<file path="config.mk">
export PLATFORM = sky130hd
export DESIGN_NAME = seds_array
export DESIGN_NICKNAME = d
export VERILOG_FILES = /design/src/hw/rtl/seds_pkg.sv /design/src/hw/rtl/seds_cell.sv /design/src/hw/rtl/seds_array.sv
export SDC_FILE = /design/constraint.sdc
export NUM_CORES = 2
export LEC_CHECK = 0
export ABC_CLOCK_PERIOD_IN_PS = 9860
export BUFFER_PORTS_ARGS = -buffer_cell sky130_fd_sc_hd__buf_2
export CORE_MARGIN = 1.5
export CORE_UTILIZATION = 58
export CTS_BUF_LIST = sky130_fd_sc_hd__clkbuf_8
export DETAILED_ROUTE_END_ITERATION = 12
export PLACE_DENSITY = 0.78
export SLEW_MARGIN = 30
export SYNTH_ARGS = -nofsm -noshare
export SYNTH_HDL_FRONTEND = slang
export SYNTH_HIERARCHICAL = 1
export SYNTH_SLANG_ARGS = --single-unit
export TNS_END_PERCENT = 30
</file>
<file path="constraint.sdc">
create_clock -name i_clk -period 9.86 [get_ports i_clk]
set_input_delay 0.493 -clock i_clk [delete_from_list [all_inputs] [get_ports i_clk]]
set_output_delay 0.493 -clock i_clk [all_outputs]
set_load 0.005 [all_outputs]
</file>
<file path="src/hw/rtl/seds_pkg.sv">
package seds_pkg;

    localparam logic CMD_LOAD    = 1'b0;
    localparam logic CMD_COMPARE = 1'b1;

    localparam logic [1:0] SEL_A1 = 2'd0;
    localparam logic [1:0] SEL_B1 = 2'd1;
    localparam logic [1:0] SEL_A2 = 2'd2;
    localparam logic [1:0] SEL_B2 = 2'd3;

    localparam logic [6:0] SCORE_FULL = 7'd100;

    // Control from the sequencer to the cell chain.
    typedef struct packed {
        logic init;   // load row zero into every cell
        logic step;   // feed one A character into the head of the chain
    } t_cell_ctl;

endpackage

</file>
<file path="src/hw/rtl/seds_cell.sv">
// One column of the edit distance matrix. The cell holds its column's latest
// entry and the entry before it. When its left neighbor has produced a new
// row, the cell computes its own entry of that row in the next cycle and
// hands the row on to its right neighbor.
module seds_cell #(
    parameter int DW = 8
) (
    input  logic          i_clk,
    input  logic          i_clear,
    input  logic [DW-1:0] i_init,
    input  logic [7:0]    i_b_char,
    input  logic          i_vld,
    input  logic [7:0]    i_a_char,
    input  logic [DW-1:0] i_left,
    input  logic [DW-1:0] i_diag,
    output logic          o_vld,
    output logic [7:0]    o_a_char,
    output logic [DW-1:0] o_val,
    output logic [DW-1:0] o_prev
);
    logic [DW-1:0] r_val;
    logic [DW-1:0] r_prev;
    logic [7:0]    r_a_char;
    logic          r_vld;
    logic [DW-1:0] n_val;
    logic [DW-1:0] w_m;

    // Minimum of up, left and diagonal, plus one; diagonal on a match.
    always_comb begin
        w_m = (r_val < i_left) ? r_val : i_left;
        w_m = (w_m < i_diag) ? w_m : i_diag;
        n_val = (i_a_char == i_b_char) ? i_diag : (w_m + DW'(1));
    end

    // Row zero on clear; otherwise take one row from the left neighbor.
    always_ff @(posedge i_clk) begin
        if (i_clear) begin
            r_val <= i_init;
            r_vld <= 1'b0;
        end else begin
            r_vld <= i_vld;
            if (i_vld) begin
                r_val <= n_val;
                r_prev <= r_val;
                r_a_char <= i_a_char;
            end
        end
    end

    assign o_vld = r_vld;
    assign o_a_char = r_a_char;
    assign o_val = r_val;
    assign o_prev = r_prev;
endmodule

</file>
<file path="src/hw/rtl/seds_array.sv">
// A chain of cells, one per B column. Rows of the distance matrix enter at
// the head one per cycle and move one cell to the right each cycle, so cell
// j works on row i in the cycle after cell j-1 did.
module seds_array #(
    parameter int N  = 64,
    parameter int DW = 8
) (
    input  logic                i_clk,
    input  seds_pkg::t_cell_ctl i_ctl,
    input  logic [DW-1:0]       i_row_idx,
    input  logic [7:0]          i_a_char,
    input  logic [N-1:0][7:0]   i_b_chars,
    output logic [N-1:0][DW-1:0] o_col
);
    import seds_pkg::*;

    logic [N:0]         w_vld;
    logic [N:0][7:0]    w_a;
    logic [N:0][DW-1:0] w_val;
    logic [N:0][DW-1:0] w_prev;

    // Column zero of row i is i itself, and i - 1 on the row above.
    assign w_vld[0]  = i_ctl.step;
    assign w_a[0]    = i_a_char;
    assign w_val[0]  = i_row_idx;
    assign w_prev[0] = i_row_idx - DW'(1);

    genvar g;
    generate
        for (g = 0; g < N; g++) begin : g_cell
            seds_cell #(.DW(DW)) u_cell (
                .i_clk    (i_clk),
                .i_clear  (i_ctl.init),
                .i_init   (DW'(g + 1)),
                .i_b_char (i_b_chars[g]),
                .i_vld    (w_vld[g]),
                .i_a_char (w_a[g]),
                .i_left   (w_val[g]),
                .i_diag   (w_prev[g]),
                .o_vld    (w_vld[g+1]),
                .o_a_char (w_a[g+1]),
                .o_val    (w_val[g+1]),
                .o_prev   (w_prev[g+1])
            );
            assign o_col[g] = w_val[g+1];
        end
    endgenerate
endmodule

</file>
==> Flow_metrics.wiki <==
{| class="wikitable"
! Metric !! Value
|-
| Run status || complete, no violations
|-
| Layout overhead on the synthesized area || 12.0%
|-
| Leak || ~59 nW
|-
| Class of the worst hold path || in2reg
|-
| Antenna violation net count after detailed routing || 0
|-
| Measured slew at the worst slew-check pin || about 1.1 ns
|-
| Remaining design rule violation count || 0
|-
| Post-route core utilization || roughly 65%
|-
| Antenna violations before repair || 39
|-
| Pin count of the biggest net entering global routing || ~210
|-
| Vias in the first global route || 103,064
|-
| Number of buffers created by CTS || approximately 300
|-
| Final setup slack of the worst path || 3.62 ns
|-
| Worst skew pair latency || around 1.1 ns
|-
| Post-Synthesis Cell Area || between 100,000 and 150,000 um^2
|-
| Post-synthesis instance total || about 13,000
|-
| Required time of the critical path || ~11 ns
|-
| Final max-slew violation count || 0
|-
| Estimated wirelength of the detail-placed design || 295 mm
|-
| GPL Wtd Cong || ~1.0
|-
| Number of sinks handled by clock tree synthesis || 1,583
|-
| Maximum level of the CTS H-tree || 5
|-
| Most common library cell in the layout ignoring fill and taps || edfxtp_1
|-
| Maximum clock path buffer count || 4
|-
| Global-route wire length before repair || between 500 and 600 mm
|-
| Setup repair after global routing missed its margin || false
|-
| Gates resized, CTS repair || 0
|-
| Per-instance average area after synthesis || ~9.7 um^2
|-
| Final Critical Period || roughly 6.2 ns
|-
| Post-placement cell area || around 140,000 um^2
|-
| Vias per cell || between 6 and 7
|-
| Number of placed instances with taps included || around 17,000
|-
| Initial standard-cell utilization of the core || approximately three fifths
|-
| Std cell rows || roughly 170
|-
| Final Skew || around 0.097 ns
|-
| Endpoint type of the worst setup path || register
|-
| Total routed wirelength || ~390 mm
|-
| Total power draw || ~38 mW
|-
| Relative max-transition margin || roughly 28%
|-
| Share of the clock period used by the worst path after layout || 63.3%
|-
| Port Buf Inserts || ~1,000
|-
| Final number of setup-violating endpoints || 0
|-
| Number of warnings reported in the yosys synthesis log || 6
|-
| Total Die Area || approximately 220,000 um^2
|-
| Vertical die dimension || 471 um
|-
| Max FO, Critical Path || 16
|-
| DR WL/cell || between 20 and 25 um
|-
| Clock transition at the register clock pins on the worst setup and hold paths after CTS || 0.06 ns
|-
| Leading cell types in the layout, fill and taps excluded || edfxtp_1, inv_1, buf_2, ha_1, xnor2_1
|-
| Root buf cell || clkbuf_8
|-
| Ports placed on the boundary || between 1,000 and 1,500
|-
| Core box area || ~220,000 um^2
|-
| Starting DRT DRC Count || about 10,000
|-
| Final worst hold slack || approximately 0.21 ns
|-
| Final cell count without fillers || about 18,000
|-
| Worst IR drop on VDD || approximately 150 uV
|-
| Power density over the cells || roughly 270 nW/um^2
|-
| First-pass detailed-route iteration total || 7
|-
| Total of max-cap violations || 0
|-
| Data arrival time of the worst path || approximately 7 ns
|-
| Setup Total Neg Slack || 0 ns
|-
| Layout fillers || roughly 18,000
|-
| Congestion Overflow GR || 0
|-
| TritonCTS clock tree || built
|-
| All-layer global routing usage || between 30 and 40%
|-
| Critical path class || reg2reg
|-
| Final Hold Viols || 0
|-
| Footprint of the flip-flops and latches || approximately 47,000 um^2
|-
| Highest clock frequency the design can meet || ~0.16 GHz
|-
| Worst setup slack before clock tree synthesis || about 3.8 ns
|-
| Design Area, Final || roughly 140,000 um^2
|-
| Fraction of layout cells with a size suffix above 1 || 15.2%
|-
| Die width || 471 um
|-
| Count of vias placed by the detailed router || around 110k
|-
| Fin nets || 16,118
|-
| Multi-input gate area || 75,700 um^2
|-
| Critical path startpoint category || register
|}
-- critical path, cell delays in order, from the launching register on --
cell and delay [ns]:
edfxtp_1 0.67, inv_1 0.17, ha_1 0.32, o21a_1 0.17, o211ai_1 0.32, or2_2 0.19, a21o_1 0.49, mux2_2 0.43
ha_1 0.30, a211oi_1 0.30, nand2_1 0.09, a211o_2 0.33, o41ai_4 0.67, mux2_2 0.42, ha_1 0.30, nand3_1 0.14
xor2_1 0.15, mux2i_1 0.09, a211oi_1 0.25, a221oi_1 0.11
-- sequential cells by signal, summed over array words and instances (netlist names) --
signal                  cells
g_cell.u_cell/o_vld        63
g_cell.u_cell/o_prev      504
g_cell.u_cell/o_a_char    504
g_cell.u_cell/o_val       512
-- cell type report --
cell class,count,area share (%)
multi-input cells,10370,53.1
flip-flops and latches,1583,32.9
repair buffers,1136,4.24
inverters,1236,3.26
clock buffers,322,3.11
well taps,2854,2.51
clock inverters,189,0.781
diodes,24,0.0422
-- routing by layer --
layer	track usage, %	up-vias	part of all wire (%)
met5	0	-	0.044
met4	18.0	26	5.7
met3	7.63	990	10
met2	52.5	5223	44
met1	43.9	51489	40
li1	-	51282	-
-- timing repair --
action,4_1_cts,5_1_grt
hold endpoints to repair,34,0
buffers inserted,0,0
hold buffers,11,0
-- final timing paths --
| check | slack [ns] | cells after the start | startpoint | endpoint |
|---|---|---|---|---|
| worst max-delay path | 3.62 | 19 | g_cell[34].u_cell/o_val[2] | g_cell[35].u_cell/o_val[4] |
| worst min-delay path | 0.21 | 5 | i_row_idx[5] | g_cell[0].u_cell/o_val[6] |
| worst max register to register | 3.62 | 19 | g_cell[34].u_cell/o_val[2] | g_cell[35].u_cell/o_val[4] |
| worst min register to register | 0.43 | 1 | g_cell[50].u_cell/o_vld | g_cell[51].u_cell/o_vld |
-- power breakdown --
group	internal, mW	switching (mW)	total (mW)
Clock	3.29	2.92	6.21
Sequential	8.57	2.40	11.0
Combinational	9.27	11.9	21.2
No activity file was read; power rests on OpenSTA's default activity.
